$ cat src/rtl/core/wdtmc_pkg.sv
// ----------------------------------------------------------------------------
// wdtmc_pkg: shared types and constants for the magic-close watchdog
// Request codes, status codes, field widths and the per-request result.
// ----------------------------------------------------------------------------
package wdtmc_pkg;

	localparam int unsigned TICKS_PER_SECOND_DEF = 100;
	localparam int unsigned MAX_TIMEOUT_DEF      = 3600;

	localparam int unsigned FUNC_W    = 4;
	localparam int unsigned BYTE_W    = 8;
	localparam int unsigned REQ_W     = 32;
	localparam int unsigned TIMEOUT_W = 12;
	localparam int unsigned COUNT_W   = 19;
	localparam int unsigned STATUS_W  = 2;

	localparam logic [TIMEOUT_W-1:0] DEFAULT_TIMEOUT  = TIMEOUT_W'(60);
	localparam logic [BYTE_W-1:0]    MAGIC_CLOSE_BYTE = 8'h56;
	localparam logic [COUNT_W-1:0]   COUNT_MAX        = {COUNT_W{1'b1}};

	typedef enum logic [FUNC_W-1:0] {
		FUNC_TICK      = 4'd0,
		FUNC_OPEN      = 4'd1,
		FUNC_CLOSE     = 4'd2,
		FUNC_WRITE     = 4'd3,
		FUNC_SET_TMO   = 4'd4,
		FUNC_GET_TMO   = 4'd5,
		FUNC_KEEPALIVE = 4'd6,
		FUNC_GET_LEFT  = 4'd7,
		FUNC_READ_LEFT = 4'd8,
		FUNC_OTHER     = 4'd9
	} func_t;

	typedef enum logic [STATUS_W-1:0] {
		ST_OK          = 2'd0,
		ST_INVAL       = 2'd1,
		ST_UNSUPPORTED = 2'd2
	} status_t;

	typedef struct packed {
		logic                 reboot;
		logic                 value_valid;
		logic [TIMEOUT_W-1:0] value;
		status_t              status;
	} result_t;

endpackage

$ cat src/rtl/core/watchdog_timer_magic_close.sv
// ----------------------------------------------------------------------------
// watchdog_timer_magic_close: software watchdog with magic close
// Streaming front end around the watchdog state; one result per request.
// ----------------------------------------------------------------------------
// Usage
//   Requests arrive on the s_ group, results leave on the m_ group; a request
//   or result moves on a rising edge with tvalid and tready both high.
//   s_tuser carries the request code (tick, open, close, write byte, set
//   timeout, get timeout, keepalive, get left, read left, other); s_tdata
//   carries the written byte and the requested timeout.
//   Every request gives exactly one result: status, value, value_valid and
//   the latched reboot flag.
//   A taken request goes into the input register; decode and state update
//   run from the input register into the result register.
//   Throughput: one request per cycle while the receiver takes results;
//   ticks and register requests may arrive back to back.
//   Reset (arst_n low) stops the watchdog, disarms close, restores the
//   default timeout, clears the count and the reboot flag.
//   When the receiver stalls, the result holds in the output register, the
//   next request waits in the input register, and s_tready drops only once
//   both are full.
// ----------------------------------------------------------------------------
module watchdog_timer_magic_close #(
	parameter int unsigned TICKS_PER_SECOND = wdtmc_pkg::TICKS_PER_SECOND_DEF,
	parameter int unsigned MAX_TIMEOUT      = wdtmc_pkg::MAX_TIMEOUT_DEF
) (
	input  logic        clk,
	input  logic        arst_n,
	input  logic        s_tvalid,
	output logic        s_tready,
	input  logic [39:0] s_tdata,  // [7:0] data_byte, [39:8] new_timeout
	input  logic [3:0]  s_tuser,  // [3:0] func
	output logic        m_tvalid,
	input  logic        m_tready,
	output logic [15:0] m_tdata   // [1:0] status, [13:2] value, [14] value_valid,
	                              // [15] reboot
);
	import wdtmc_pkg::*;

	// input register
	logic              s1_valid;
	func_t             s1_func;
	logic [BYTE_W-1:0] s1_byte;
	logic [REQ_W-1:0]  s1_timeout;

	// result register
	logic              m_valid_q;
	logic [15:0]       m_data_q;

	result_t           res;
	logic              advance;

	// the stage moves on whenever the result register is free or being emptied
	assign advance  = s1_valid && (!m_valid_q || m_tready);
	assign s_tready = !s1_valid || advance;

	always_ff @(posedge clk or negedge arst_n) begin
		if (!arst_n) begin
			s1_valid <= 1'b0;
		end else if (s_tready) begin
			s1_valid <= s_tvalid;
		end
	end

	always_ff @(posedge clk) begin
		if (s_tvalid && s_tready) begin
			s1_func    <= func_t'(s_tuser);
			s1_byte    <= s_tdata[7:0];
			s1_timeout <= s_tdata[39:8];
		end
	end

	wdtmc_core #(
		.TICKS_PER_SECOND(TICKS_PER_SECOND),
		.MAX_TIMEOUT     (MAX_TIMEOUT)
	) u_core (
		.clk        (clk),
		.arst_n     (arst_n),
		.en         (advance),
		.func       (s1_func),
		.data_byte  (s1_byte),
		.new_timeout(s1_timeout),
		.result     (res)
	);

	always_ff @(posedge clk or negedge arst_n) begin
		if (!arst_n) begin
			m_valid_q <= 1'b0;
		end else if (advance) begin
			m_valid_q <= 1'b1;
		end else if (m_tready) begin
			m_valid_q <= 1'b0;
		end
	end

	// result packing follows the struct: status lowest, reboot highest
	always_ff @(posedge clk) begin
		if (advance) begin
			m_data_q <= res;
		end
	end

	assign m_tvalid = m_valid_q;
	assign m_tdata  = m_data_q;

endmodule

$ cat src/rtl/core/wdtmc_core.sv
// ----------------------------------------------------------------------------
// wdtmc_core: watchdog state and request decode
// Holds the watchdog state, answers one request a cycle when enabled.
// ----------------------------------------------------------------------------
module wdtmc_core #(
	parameter int unsigned TICKS_PER_SECOND = wdtmc_pkg::TICKS_PER_SECOND_DEF,
	parameter int unsigned MAX_TIMEOUT      = wdtmc_pkg::MAX_TIMEOUT_DEF
) (
	input  logic                                clk,
	input  logic                                arst_n,
	input  logic                                en,
	input  wdtmc_pkg::func_t                    func,
	input  logic [wdtmc_pkg::BYTE_W-1:0]        data_byte,
	input  logic [wdtmc_pkg::REQ_W-1:0]         new_timeout,
	output wdtmc_pkg::result_t                  result
);
	import wdtmc_pkg::*;

	// elapsed ticks kept also as whole seconds plus a sub-second remainder
	localparam int unsigned SUB_W = (TICKS_PER_SECOND > 1) ? $clog2(TICKS_PER_SECOND) : 1;
	localparam int unsigned SEC_MAX = (2 ** COUNT_W - 1) / TICKS_PER_SECOND;
	localparam int unsigned SEC_W = (SEC_MAX > 1) ? $clog2(SEC_MAX + 1) : 1;
	localparam int unsigned LW = (SEC_W + 1 > TIMEOUT_W) ? SEC_W + 1 : TIMEOUT_W;
	localparam logic [SUB_W-1:0] SUB_LAST = SUB_W'(TICKS_PER_SECOND - 1);

	logic                 running_q, armed_q, expired_q;
	logic [TIMEOUT_W-1:0] timeout_q;
	logic [COUNT_W-1:0]   elapsed_q;
	logic [SEC_W-1:0]     sec_q;
	logic [SUB_W-1:0]     sub_q;

	logic                 running_d, armed_d, expired_d;
	logic [TIMEOUT_W-1:0] timeout_d;
	logic [COUNT_W-1:0]   elapsed_d;
	logic [SEC_W-1:0]     sec_d;
	logic [SUB_W-1:0]     sub_d;

	logic [LW-1:0]        ceil_sec, tmo_ext;
	logic [TIMEOUT_W-1:0] left;
	status_t              status;
	logic [TIMEOUT_W-1:0] value;
	logic                 valid;

	// seconds left = timeout - ceil(elapsed / tps), floored at zero
	always_comb begin
		ceil_sec = LW'(sec_q) + LW'(sub_q != '0);
		tmo_ext  = LW'(timeout_q);
		if (tmo_ext > ceil_sec) begin
			left = TIMEOUT_W'(tmo_ext - ceil_sec);
		end else begin
			left = '0;
		end
	end

	always_comb begin
		running_d = running_q;
		armed_d   = armed_q;
		expired_d = expired_q;
		timeout_d = timeout_q;
		elapsed_d = elapsed_q;
		sec_d     = sec_q;
		sub_d     = sub_q;
		status    = ST_OK;
		value     = '0;
		valid     = 1'b0;
		if (!expired_q) begin
			unique case (func)
				FUNC_TICK: begin
					if (elapsed_q != COUNT_MAX) begin
						elapsed_d = elapsed_q + 1'b1;
						if (sub_q == SUB_LAST) begin
							sub_d = '0;
							sec_d = sec_q + 1'b1;
						end else begin
							sub_d = sub_q + 1'b1;
						end
					end
					// elapsed > timeout*tps, in seconds-and-remainder form
					if (running_q && ((LW'(sec_d) > tmo_ext) ||
					    ((LW'(sec_d) == tmo_ext) && (sub_d != '0)))) begin
						expired_d = 1'b1;
					end
				end
				FUNC_OPEN: begin
					if (!running_q) begin
						running_d = 1'b1;
						armed_d   = 1'b0;
						elapsed_d = '0;
						sec_d     = '0;
						sub_d     = '0;
					end
				end
				FUNC_CLOSE: begin
					if (running_q && armed_q) begin
						running_d = 1'b0;
					end
				end
				FUNC_WRITE: begin
					running_d = 1'b1;
					if (!running_q) begin
						armed_d = 1'b0;
					end
					if (data_byte == MAGIC_CLOSE_BYTE) begin
						armed_d = 1'b1;
					end
					elapsed_d = '0;
					sec_d     = '0;
					sub_d     = '0;
				end
				FUNC_SET_TMO: begin
					if ((new_timeout == '0) || (new_timeout > REQ_W'(MAX_TIMEOUT)) ||
					    (new_timeout > REQ_W'({TIMEOUT_W{1'b1}}))) begin
						status = ST_INVAL;
					end else begin
						timeout_d = TIMEOUT_W'(new_timeout);
						elapsed_d = '0;
						sec_d     = '0;
						sub_d     = '0;
					end
				end
				FUNC_GET_TMO: begin
					value = timeout_q;
					valid = 1'b1;
				end
				FUNC_KEEPALIVE: begin
					elapsed_d = '0;
					sec_d     = '0;
					sub_d     = '0;
				end
				FUNC_GET_LEFT: begin
					value = left;
					valid = 1'b1;
				end
				FUNC_READ_LEFT: begin
					if (running_q) begin
						value = left;
						valid = 1'b1;
					end
				end
				default: begin
					status = ST_UNSUPPORTED;
				end
			endcase
		end
		if (expired_d) begin
			status = ST_OK;
			value  = '0;
			valid  = 1'b0;
		end
		result.status      = status;
		result.value       = value;
		result.value_valid = valid;
		result.reboot      = expired_d;
	end

	always_ff @(posedge clk or negedge arst_n) begin
		if (!arst_n) begin
			running_q <= 1'b0;
			armed_q   <= 1'b0;
			expired_q <= 1'b0;
			timeout_q <= DEFAULT_TIMEOUT;
			elapsed_q <= '0;
			sec_q     <= '0;
			sub_q     <= '0;
		end else if (en) begin
			running_q <= running_d;
			armed_q   <= armed_d;
			expired_q <= expired_d;
			timeout_q <= timeout_d;
			elapsed_q <= elapsed_d;
			sec_q     <= sec_d;
			sub_q     <= sub_d;
		end
	end

	// expiry is sticky
	a_expired_sticky: assert property (@(posedge clk) disable iff (!arst_n)
		expired_q |=> expired_q)
		else $error("expired flag cleared without reset");

	// remainder never reaches a full second
	a_sub_range: assert property (@(posedge clk) disable iff (!arst_n)
		sub_q <= SUB_LAST)
		else $error("sub-second count out of range");

	// after expiry requests leave the state alone
	a_frozen: assert property (@(posedge clk) disable iff (!arst_n)
		(en && expired_q) |=> ($stable(timeout_q) && $stable(elapsed_q) &&
		$stable(running_q)))
		else $error("state changed after expiry");

	// keepalive clears every form of the count
	a_keepalive: assert property (@(posedge clk) disable iff (!arst_n)
		(en && !expired_q && (func == FUNC_KEEPALIVE)) |=>
		((elapsed_q == '0) && (sec_q == '0) && (sub_q == '0)))
		else $error("keepalive did not clear the count");

endmodule

$ cat config.mk
export PLATFORM = sky130hd
export DESIGN_NAME = watchdog_timer_magic_close
export DESIGN_NICKNAME = d
export VERILOG_FILES = /design/src/rtl/core/wdtmc_pkg.sv /design/src/rtl/core/watchdog_timer_magic_close.sv /design/src/rtl/core/wdtmc_core.sv
export SDC_FILE = /design/constraint.sdc
export NUM_CORES = 1
export LEC_CHECK = 0
export BUFFER_PORTS_ARGS = -buffer_cell sky130_fd_sc_hd__buf_2
export CORE_MARGIN = 3
export CORE_UTILIZATION = 35
export DETAILED_ROUTE_END_ITERATION = 6
export SLEW_MARGIN = 15
export SYNTH_ARGS = -nofsm -noshare
export SYNTH_HDL_FRONTEND = slang
export SYNTH_HIERARCHICAL = 1
export SYNTH_SLANG_ARGS = --single-unit
$ cat constraint.sdc
create_clock -name clk -period 4.73 [get_ports clk]
set_input_delay 1.1825 -clock clk [delete_from_list [all_inputs] [get_ports clk]]
set_output_delay 1.1825 -clock clk [all_outputs]
set_load 0.005 [all_outputs]
Yosys cells after proc, flatten, opt, wreduce, memory -nomap -nowiden
Cells that the tools add are included.
Word-level totals
  bits in registers: 116
  latch bits: 0
  RAM bits: 0
  memory bits (read-only): 0
  input port bits: 48
  output and inout port bits: 18
  memories: 0
Cells by class
  add/subtract/negate cells: 5
  multipliers: 0
  div/mod/pow operators: 0
  order comparisons: 4
  equal/unequal tests: 16
  shifts and indexed selects: 0
  multiplexer cells: 35
  bitwise operators: 2
  reduce and logical (&&, ||, !) cells: 30
Operators by type and width (count)
  13-bit 2-to-1 mux: 6
  19-bit one-hot mux with 4 select lines: 1
  32-bit by 12-bit > comparator with 1-bit output, second input constant: 2
  19-bit 2-to-1 mux: 3
  13-bit one-hot mux with 4 select lines: 1
  7-bit 2-to-1 mux: 6
  12-bit one-hot mux with 3 select lines: 1
  32-bit zero test: 1
  7-bit one-hot mux with 4 select lines: 1
  12-bit 2-to-1 mux: 2
  19-bit by 1-bit adder with 19-bit output, second input constant: 1
  19-bit != test, second input constant: 1
  4-bit by 3-bit == test with 1-bit output, second input constant: 4
  13-bit by 1-bit adder with 14-bit output: 1
  12-bit by 14-bit > comparator with 1-bit output: 1
  7-bit nonzero test: 2
  13-bit by 1-bit adder with 13-bit output, second input constant: 1
  13-bit by 12-bit == test with 1-bit output: 1
  13-bit by 12-bit > comparator with 1-bit output: 1
  12-bit subtractor: 1
  1-bit 2-to-1 mux: 10
  4-bit by 2-bit == test with 1-bit output, second input constant: 2
  8-bit by 7-bit == test with 1-bit output, second input constant: 1
  4-bit AND reduction: 2
  other kinds (20): 39

Logic depth before layout (Yosys ltp)
Gate-level depths: netlist (run 1).
  depth in word-level cells: 13
  mapped depth: 18
  mapped depth without buffers: 16

Cells and area by module
The synthesis (run 1) kept the hierarchy.
Modules (own cells, without submodules)
  wdtmc_core: times used 1, cells each 590, area each 4654.5 um2, seq. area each 1356.3 um2
  watchdog_timer_magic_close: times used 1, cells each 68, area each 1905.6 um2, seq. area each 1851.8 um2

Least setup slack after synthesis (run 1)
Ideal clock, no wire load.
  kind: register to register
  from: register u_core.sub_q[3]
  to: register m_data_q[11], in the netlist m_tdata[11], data pin
  setup time: 146 ps
  arrival time: 3889 ps
  data required time: 4584 ps
  path slack: 695 ps
  cell stages (with the launch flop): 17
  period minus slack after synthesis: 4035 ps
  cells stage by stage: dfrtp_1 -> buf_6 -> or3_1 -> or4b_2 -> ha_1 -> ha_1 -> nand2_1 -> xnor2_1 -> ha_1 -> nand2_1 -> o21bai_1 -> a21boi_0 -> o211ai_1 -> a211oi_1 -> clkbuf_1 -> o211ai_1 -> a21oi_1
On the way
  word-level cells in the longest chain between the ends: 13
RTL lines
  start, declared: RTL line wdtmc_core.sv:30  | logic [SUB_W-1:0] sub_q;
  start signal, assigned: RTL line wdtmc_core.sv:172  | sub_q <= sub_d;
  branches (longest 13 deep; another with 13-bit by 1-bit adder with 14-bit output)
  end signal, assigned: RTL line watchdog_timer_magic_close.sv:99  | m_data_q <= res;
  end, declared: RTL line watchdog_timer_magic_close.sv:48  | logic [15:0] m_data_q;
Parallel ways; which one is timed is not known. The select of a mux whose other input is x is not followed.
A chain may end at the register's enable or synchronous reset.

Final worst setup path (run 1)
  from: register u_core.sub_q[2]
  to: register m_data_q[5], in the netlist m_tdata[5], data pin
The elaborated chain is that of the path after synthesis.

==> results of run 1 <==
==> Yosys cell counts (12+ instances only) <==
library cell,instances,area share (%)
clkbuf_1,22,1.3
o31ai_1,13,1.5
dfrtp_1,52,20
nand3_1,38,2.9
a21oi_1,26,2.0
nand4_1,12,1.1
o21ai_0,59,4.5
nor4_1,13,1.2
edfxtp_1,60,27
nand2_1,69,3.9
ha_1,30,5.7
xnor2_1,20,2.7
inv_1,28,1.6
nor2_1,45,2.6
==> where the power goes <==
group,internal [mW],leakage (nW),switching (mW)
Clock,0.830,0.294,0.477
Combinational,0.136,1.44,0.189
Sequential,1.14,1.29,0.0726
Total,2.11,3.02,0.738
==> registers in the layout, indices dropped and copies added (netlist names) <==
| name | flops |
|---|---|
| m_tdata | 16 |
| m_tvalid | 1 |
| s1_byte | 8 |
| s1_func | 4 |
| s1_timeout | 32 |
| s1_valid | 1 |
| u_core/armed_q | 1 |
| u_core/elapsed_q | 19 |
| u_core/expired_q | 1 |
| u_core/running_q | 1 |
| u_core/sec_q | 13 |
| u_core/sub_q | 7 |
| u_core/timeout_q | 12 |
==> path summary, 6_finish.rpt <==
path | end | slack [ps] | cells after the start
min in group asynchronous | u_core/sec_q[5] | 850 | 1
max in group asynchronous | u_core/elapsed_q[6] | 3030 | 2
max reg2reg | m_tdata[5] | 320 | 16
min reg2reg | u_core/timeout_q[6] | 480 | 2
max | m_tdata[5] | 320 | 16
min | u_core/timeout_q[6] | 480 | 2
==> worst max-delay path: stages, from the launching register on <==
cell      delay (ps)
dfrtp_1          500
or3_1            410
or4b_2           640
ha_1             240
nand3_1          180
nor3_1            90
and3_1           200
xnor2_1          120
ha_1             340
nand4_1          160
nor4_2           400
a21oi_1          140
o21ai_0          110
a211oi_1          80
buf_4            190
a32oi_1          270
nor2_2            50
==> kinds of logic after synthesis <==
group / share of synthesized area (%)
flip-flops: 48.90
buffers and inverters: 4.062
AO/OA/AOI/OAI: 15.33
AND/OR/NAND/NOR: 20.69
XOR/XNOR: 4.005
adder cells (fa/ha/maj): 6.027
multiplexers: 0.9727
==> area by class of cell <==
cell class | count | share of cell area [%]
sequential | 116 | 41.47
multi-input combinational | 482 | 40.03
timing repair buffer | 80 | 5.661
clock buffer | 17 | 5.499
tap | 229 | 3.704
clock inverter | 15 | 2.280
inverter | 28 | 1.359
==> metrics by stage <==
stage	instances	utilization [%]	worst slack, ps	hold slack, ps
CTS	967	42.45	237.7	487.0
global placement	935	39.15	215.9	475.4
global route	967	42.49	16.38	518.3
floorplan	658	-	695.3	448.3
detailed placement	935	39.15	253.3	474.6
finish	967	42.49	323.3	479.4
==> layer usage <==
metal  global-route usage (%)  vias to the layer above  share of wire [%]
met4                    6.303                        0                2.2
met2                    25.82                      136                 47
met1                    20.88                     2459                 45
met3                    4.823                       28                5.1
met5                        0                        -                  0
li1                         -                     2554                  -
==> placed cells by master (no fill, tap or decap), drive strengths merged, types with 5 or more instances in the layout <==
master	synthesis	routed
a21o	5	5
a21oi	27	27
a22oi	7	7
and2	5	5
and3	7	7
buf	10	80
clkbuf	22	17
clkinv	0	6
dfrtp	52	52
edfxtp	60	60
ha	30	30
inv	28	33
nand2	69	69
nand2b	9	9
nand3	38	38
nand4	12	12
nor2	55	55
nor2b	8	8
nor3	11	11
nor4	14	14
o21ai	60	60
o31ai	13	13
o41ai	9	9
or2	5	5
or3	9	9
or4	5	5
xnor2	20	20
xor2	10	10
==> run summary, run 1 <==
Status: completed
Max Freq: 226.9 MHz
Syn_area_per_cell: 9.970 um^2
Pwr Total: 2.848 mW
Clk root buf: clkbuf_16
Post-CTS Setup Repair Bufs: 0
Yosys cell types: 67
Hold Crit Class: reg -> reg
Proportion of layout cells with a drive suffix above 1: 20.05%
Main synth FF type: edfxtp_1
Actual slew at the worst max-slew pin: 988.4 ps
FF/Latch Area: 3208 um^2
Leak: 3.024 nW
Hold Fails Final Rpt: 0
Floorplan Core Area: 18210 um^2
Antenna viol nets, final: 0
YS warnings: 6
Largest net degree at the start of global routing: 45
RSZ-0062 raised after global routing: false
Clk Latency, worst-skew pair: 420 ps
Initial Utilization: 36.03%
H-tree Lvls: 4
First-pass GRT wire length: 25920 um
Flop and latch count out of synthesis: 116
Final period util: 93.16%
Width of the chip: 142.9 um
PostCTS Resize Cnt: 0
Vias in the first global route: 5152
DR vias/cell: 5.354
Die H: 142.9 um
Power Density: 368.1 nW/um^2
Hold buffers post-CTS: 0
DRC: 0
Max_slew headroom: 33.87%
Initial antenna violation count: 0
Post-synth EDFFs: 60
DR vias: 5177
Initial DRC Count: 361
Post-Syn Area: 6560 um^2
Layout Area Growth over Synthesis: 17.93%
Async SR Flop Fraction: 48.28%
Final min period: 4407 ps
CP Max Fanout: 13
Setup TNS: 0 ps
Clk slew on worst S/H paths: 60 ps
Placed Area: 7128 um^2
Startpoint class of the critical path: flop
Die area: 20420 um^2
Clock Path Buffers: 2
Row count: 49
Clock Sinks: 116
Worst endpoint required time: 4890 ps
Syn_nets: 737
Diode count: 0
Hold Startpoint: s1_timeout[6]
Router iterations before antenna repair: 5
Dpl hpwl: 11450 um
Crit. Startpoint: u_core/sub_q[2]
IO buf count: 65
RR Startpoint: u_core/sub_q[2]
Design area: 7736 um^2
TritonCTS buffer count: 17
Synth Instances: 658
Multi-input logic area: 3097 um^2
Critical path class: reg -> reg
Seq/Total Area, Yosys: 48.90%
Routed len/inst: 16.34 um
GPL Wtd Cong: 0.8891
# IOs: 66
Clk_skew: 7.010 ps
WP data arrival: 4570 ps
Congestion Overflow GR: 0
Critical Path End Type: flop
CTS tree: yes
Final-stage net count: 804
Maximum vdd drop: 0.0003496 V
Setup Viol. Count Final: 0
GRT Overall Usage: 16.23%
Filler Cells Inserted: 1716
Max-cap violations: 0
Slew Viols, Final: 0
Final WL: 15800 um
Note: power is estimated with default switching activity, not from simulation.
==> run 2, diff against run 1 <==
--- a/config.mk
+++ b/config.mk
@@ -5,6 +5,7 @@
 export SDC_FILE = /design/constraint.sdc
 export NUM_CORES = 1
 export LEC_CHECK = 0
+export ABC_AREA = 1
 export BUFFER_PORTS_ARGS = -buffer_cell sky130_fd_sc_hd__buf_2
 export CORE_MARGIN = 3
 export CORE_UTILIZATION = 35
==> run summary, run 2 <==
Most frequent cells in the layout: nand2_1 (220), inv_1 (82), nor2_1 (77), buf_2 (65), edfxtp_1 (60)
Slew Viols, Final: 0 (unchanged)
IO buf count: 65 (unchanged)
GRT Overall Usage: 14.92% (-1.3 points)
Max_slew headroom: 35.99% (+2.1 points)
Async SR Flop Fraction: 48.28% (unchanged)
Width of the chip: 147.6 um (+3.3%)
Main synth FF type: edfxtp_1
Congestion Overflow GR: 0 (unchanged)
Max Freq: 267.0 MHz (+18%)
Die area: 21780 um^2 (+6.6%)
DRC: 0 (unchanged)
Final period util: 79.18% (-14 points)
CTS tree: yes
Diode count: 0 (unchanged)
Yosys cell types: 46 (-31%)
Antenna viol nets, final: 0 (unchanged)
Final worst setup slack: 984.6 ps (+661.3 ps)
Router iterations before antenna repair: 4 (-1)
Layout Utilization: 41.55% (-0.94 points)
Hold buffers post-CTS: 0 (unchanged)
Routed len/inst: 13.18 um (-19%)
Max stage delay on crit path: 620 ps (-20 ps)
Most common cell after layout, fill and taps aside: nand2_1
Setup Viol. Count Final: 0 (unchanged)
Setup Slack @ Placement: 1014 ps (+760.4 ps)
Maximum vdd drop: 0.0002381 V (-32%)
Worst endpoint required time: 4980 ps (+90 ps)
Row count: 51 (+4.1%)
Ranking of synthesized cells by area: edfxtp_1 (26%), dfrtp_1 (19%), nand2_1 (12%)
Clk Latency, worst-skew pair: 410 ps (about the same)
YS warnings: 6 (unchanged)
Post-CTS Setup Repair Bufs: 0 (unchanged)
Floorplan Core Area: 19590 um^2 (+7.6%)
Post-Syn Area: 7015 um^2 (+6.9%)
Initial DRC Count: 288 (-20%)
Clk_skew: 8.853 ps (+1.843 ps)
Cell taking the most area after synthesis: edfxtp_1
First-pass GRT wire length: 26210 um (+1.1%)
H-tree Lvls: 4 (unchanged)
Critical Path End Type: flop
Layout Area Growth over Synthesis: 16.02%
Initial Utilization: 35.81% (-0.22 points)
Met1 usage: 19.56% (-1.3 points)
Critical path class: reg -> reg
DP Cell Count: 1138 (+22%)
CP Max Fanout: 12 (-1)
Top cells by count, synth: nand2_1 (220), inv_1 (82), nor2_1 (77), edfxtp_1 (60), dfrtp_1 (52)
RSZ-0062 raised after global routing: false
Startpoint class of the critical path: flop
Dpl hpwl: 11710 um (+2.2%)
Worst path most repeated cell: nand3_1
Syn_nets: 903 (+23%)
Syn_area_per_cell: 8.514 um^2 (-15%)
TritonCTS buffer count: 17 (unchanged)
Final min period: 3745 ps (-661.3 ps)
Top cell type's share of synthesized area: 25.68% (-1.8 points)
Filler Cells Inserted: 1923 (+12%)
Grt peak-use layer: met2
FF/Latch Area: 3208 um^2 (unchanged)
Seq/Total Area, Yosys: 45.73% (-3.2 points)
Hold Crit Class: reg -> reg
Top reg by flops: s1_timeout
GR met2 Demand/Resource: 23.77% (-2.0 points)
Clock Path Buffers: 2 (unchanged)
Pwr Total: 2.418 mW (-15%)
Actual slew at the worst max-slew pin: 960.2 ps (-28.18 ps)
Clk slew on worst S/H paths: 60 ps (about the same)
Die H: 147.6 um (+3.3%)
Synth Instances: 824 (+25%)
Final WL: 15420 um (-2.4%)
GPL Wtd Cong: 0.8521 (-4.2%)
Post-synth EDFFs: 60 (unchanged)
Multi-input logic area: 3336 um^2 (+7.7%)
Leak: 3.532 nW (+17%)
Clk root buf: clkbuf_16
Met3 usage: 3.924% (-0.90 points)
Final-stage net count: 971 (+21%)
DR vias/cell: 4.656 (-13%)
DR vias: 5448 (+5.2%)
Slowest stage cell on the critical path: a21oi_2
Most common cell in the netlist: nand2_1
Crit-path cells: inv_1 -> ha_1 -> nand3_1 -> ha_1 -> inv_1 -> nor2_1 -> nand3_1 -> xor2_1 -> ha_1 -> nand2_1 -> nor2_1 -> nand3b_1 -> nand3_1 -> nand2_1 -> a21oi_2 -> nand3_1 -> a21oi_1
Proportion of layout cells with a drive suffix above 1: 21.22% (+1.2 points)
Flop and latch count out of synthesis: 116 (unchanged)
Max reg flops: 32 (unchanged)
Vias in the first global route: 5431 (+5.4%)
Status: completed
PostCTS Resize Cnt: 0 (unchanged)
Final Instance Count excl. Fillers: 1170 (+21%)
WP data arrival: 4000 ps (-570 ps)
Clock Sinks: 116 (unchanged)
Largest net degree at the start of global routing: 45 (unchanged)
Power Density: 297.1 nW/um^2 (-19%)
Max-cap violations: 0 (unchanged)
# IOs: 66 (unchanged)
Hold Fails Final Rpt: 0 (unchanged)
Initial antenna violation count: 0 (unchanged)
Setup TNS: 0 ps (unchanged)
[run 2: path summary, 6_finish.rpt]
kind	from	end	slack [ps]	cells past startpoint
max	u_core/sub_q[0]	m_tdata[5]	980	17
min	s1_timeout[0]	u_core/timeout_q[0]	490	2
max reg2reg	u_core/sub_q[0]	m_tdata[5]	980	17
min reg2reg	s1_timeout[0]	u_core/timeout_q[0]	490	2
max in group asynchronous	arst_n	u_core/elapsed_q[7]	2990	2
min in group asynchronous	arst_n	u_core/sec_q[5]	930	1
[run 2: cells by family (layout without fill, tap and decap cells)]
| family | count (synthesis) | in the layout | share of synthesized area (%) |
|---|---|---|---|
| AND/OR/NAND/NOR | 438 | 438 | 29.61 |
| flip-flops | 116 | 116 | 45.73 |
| buffers and inverters | 115 | 196 | 6.777 |
| AO/OA/AOI/OAI | 92 | 92 | 8.133 |
| adder cells (fa/ha/maj) | 31 | 31 | 5.636 |
| XOR/XNOR | 31 | 31 | 3.977 |
| multiplexers | 1 | 1 | 0.1427 |
[run 2: metrics by stage]
step / hold WS, ps / instance area (um^2)
2_1_floorplan: 455.5 / 7015
3_3_place_gp: 474.9 / 7584
3_5_place_dp: 471.9 / 7584
4_1_cts: 484.0 / 8139
5_1_grt: 526.9 / 8139
6_report: 485.4 / 8139
[run 2: worst max-delay path: cells and delay by family, from the launching register on]
family | cells | cell delay [ps]
AO/OA/AOI/OAI | 2 | 780
adder cells (fa/ha/maj) | 3 | 730
AND/OR/NAND/NOR | 9 | 1280
buffers and inverters | 2 | 140
XOR/XNOR | 1 | 170
flip-flops | 1 | 460
[run 2: cell type report]
type	instances	share of cell area, %
Sequential cell	116	39.42
Inverter	96	4.427
Timing Repair Buffer	68	4.274
Tap cell	265	4.074
Clock buffer	18	5.273
Multi-Input combinational cell	593	40.98
Clock inverter	14	1.553
[run 2: layer usage]
layer,wire [um],part of all wire [%],up-vias
met2,6953,45,112
met4,336,2.2,0
li1,-,-,2838
met5,0,0,-
met3,862,5.6,28
met1,7262,47,2470
[run 2: where the power goes]
group / leakage, nW / switching, mW / internal (mW)
combinational: 1.99 / 0.0597 / 0.0308
sequential: 1.28 / 0.0122 / 1.10
clock: 0.264 / 0.484 / 0.727
total: 3.53 / 0.555 / 1.86
==> run 3, diff against run 2 <==
--- a/config.mk
+++ b/config.mk
@@ -5,7 +5,7 @@
 export SDC_FILE = /design/constraint.sdc
 export NUM_CORES = 1
 export LEC_CHECK = 0
-export ABC_AREA = 1
+export ABC_AREA = 0
 export BUFFER_PORTS_ARGS = -buffer_cell sky130_fd_sc_hd__buf_2
 export CORE_MARGIN = 3
 export CORE_UTILIZATION = 35
==> constraint.sdc (replaced) <==
create_clock -name clk -period 3 [get_ports clk]
set_input_delay 0.75 -clock clk [delete_from_list [all_inputs] [get_ports clk]]
set_output_delay 0.75 -clock clk [all_outputs]
set_load 0.005 [all_outputs]
==> run summary, run 3 (synthesis gave the netlist of run 1 again) <==
Antenna viol nets, final: 0 (unchanged)
WP data arrival: 3880 ps (-120 ps)
Worst endpoint required time: 3150 ps (-1830 ps)
Routed len/inst: 17.39 um (+32%)
Worst r2r path cells: 14 (-3)
Critical path class: reg -> reg
Most common cell after layout, fill and taps aside: buf_4
Floorplan Core Area: 18210 um^2 (-7.1%)
Hold Fails Final Rpt: 0 (unchanged)
IO buf count: 65 (unchanged)
Final WL: 18820 um (+22%)
Max Freq: 268.1 MHz (+0.40%)
Final-stage net count: 919 (-5.4%)
Proportion of layout cells with a drive suffix above 1: 36.34% (+15 points)
Die area: 20420 um^2 (-6.2%)
Row count: 49 (-3.9%)
CP Max Fanout: 4 (-8)
Final period util: 124.3% (+45 points)
Slew Viols, Final: 0 (unchanged)
# IOs: 66 (unchanged)
Width of the chip: 142.9 um (-3.2%)
Startpoint class of the critical path: flop
RR Endpoint: m_tdata[13]
Multi-input logic area: 3451 um^2 (+3.5%)
Congestion Overflow GR: 0 (unchanged)
Clk_skew: 7.108 ps (-1.744 ps)
FF/Latch Area: 3208 um^2 (unchanged)
Layout Area Growth over Synthesis: 36.68%
Filler Cells Inserted: 1613 (-16%)
Crit. Startpoint: u_core/sub_q[3]
Final min period: 3730 ps (-14.96 ps)
Clk Latency, worst-skew pair: 420 ps (about the same)
RR Startpoint: u_core/sub_q[3]
Crit-path leading delay family: simple AND/OR/NAND/NOR gates
Clock Sinks: 116 (unchanged)
Critical path buffers and inverters: 0 (-2)
GRT Overall Usage: 19.00% (+4.1 points)
Max stage delay on crit path: 510 ps (-110 ps)
DRC: 0 (unchanged)
Vias in the first global route: 5864 (+8.0%)
Setup Viol. Count Final: 16 (+16)
Most frequent cells in the layout: buf_4 (125), buf_2 (65), nand2_1 (64), edfxtp_1 (60), o21ai_0 (56)
H-tree Lvls: 4 (unchanged)
Status: complete, but fails checks
Leak: 3.678 nW (+4.1%)
Initial Utilization: 36.03% (+0.22 points)
Top reg by flops: s1_timeout
Power Density: 531.0 nW/um^2 (+79%)
Max reg flops: 32 (unchanged)
Violated checks: setup timing
Final worst setup slack: -730.4 ps (-1715 ps)
Largest net degree at the start of global routing: 45 (unchanged)
Max-cap violations: 0 (unchanged)
Critical Path End Type: flop
Maximum vdd drop: 0.0005419 V (+130%)
Setup TNS: -10730 ps (-10730 ps)
Hold buffers post-CTS: 0 (unchanged)
Max_slew headroom: 52.41% (+16 points)
RSZ-0062 raised after global routing: true
Clk slew on worst S/H paths: 60 ps (about the same)
Clock Path Buffers: 2 (unchanged)
DR vias: 5877 (+7.9%)
First-pass GRT wire length: 30150 um (+15%)
Slowest stage cell on the critical path: or4b_4
Die H: 142.9 um (-3.2%)
Reg2Reg Setup Slack: -730 ps (-1720 ps)
TritonCTS buffer count: 17 (unchanged)
Initial DRC Count: 395 (+37%)
Actual slew at the worst max-slew pin: 713.8 ps (-246.4 ps)
Hold Crit Class: in -> async
Dpl hpwl: 13810 um (+18%)
Router iterations before antenna repair: 5 (+1)
DR vias/cell: 5.432 (+17%)
GPL Wtd Cong: 0.9355 (+9.8%)
Diode count: 0 (unchanged)
Crit-path cells: or3_4 -> or4b_4 -> ha_4 -> ha_4 -> nand2_4 -> xnor2_1 -> ha_1 -> or3_1 -> o21ai_2 -> a2111oi_4 -> o31a_1 -> or3_1 -> nand3_2 -> a21oi_2
Layout Utilization: 49.24% (+7.7 points)
Initial antenna violation count: 0 (unchanged)
CTS tree: yes
Clk root buf: clkbuf_16
[run 3: changes by cell type in the layout (fill, tap and decap cells not counted), sizes merged, moves of 11 or more]
cell,change
xor2,-11
buf,+126
inv,-68
o31ai,+13
nor2,-38
nand2,-174
nand3,-13
[run 3: how the worst max path moves through the flow]
stage          slack (ps)     endpoint  cells past startpoint
3_3_place_gp         -980   m_tdata[5]                     16
5_1_grt              -820  m_tdata[10]                     14
4_1_cts              -700   m_tdata[5]                     16
6_report             -730  m_tdata[13]                     14
3_5_place_dp         -980   m_tdata[5]                     16
2_1_floorplan        -600  m_tdata[13]                     15
[run 3: timing repair]
action / 4_1_cts / 5_1_grt
pin swaps: 17 / 23
resized for setup: 18 / 25
setup endpoints to repair: 16 / 16
setup buffers: 3 / 3
cloned: 1 / 0
[run 3: power by group]
part | switching [mW] | leakage, nW | internal [mW]
registers | 0.0747 | 1.29 | 1.80
clock network | 0.806 | 0.284 | 1.25
logic | 0.429 | 2.11 | 0.403
[run 3: cell type report]
type | count | share of cell area (%)
clock buffers | 17 | 4.745
inverters | 28 | 1.172
multi-input cells | 483 | 38.49
flip-flops and latches | 116 | 35.78
well taps | 229 | 3.196
repair buffers | 194 | 14.69
clock inverters | 15 | 1.926
[run 3: metrics by stage]
| step | instances | instance area, um^2 | power [mW] | hold WS (ps) | setup slack [ps] |
|---|---|---|---|---|---|
| global route | 1082 | 8966 | 4.991 | 403.0 | -815.7 |
| detailed placement | 1043 | 8098 | 2.669 | 480.9 | -982.9 |
| CTS | 1079 | 8827 | 4.762 | 389.8 | -703.8 |
| finish | 1082 | 8966 | 4.761 | 378.5 | -730.4 |
| floorplan | 658 | 6715 | 2.292 | 448.3 | -599.9 |
| global placement | 1043 | 8098 | 2.639 | 471.2 | -978.1 |
[run 3: per-layer routing]
| metal | track usage (%) | part of all wire [%] | vias up |
|---|---|---|---|
| li1 | - | - | 2785 |
| met1 | 24.12 | 43 | 2893 |
| met4 | 5.803 | 2.0 | 0 |
| met2 | 32.17 | 51 | 160 |
| met5 | 0 | 0 | - |
| met3 | 4.555 | 4.1 | 39 |
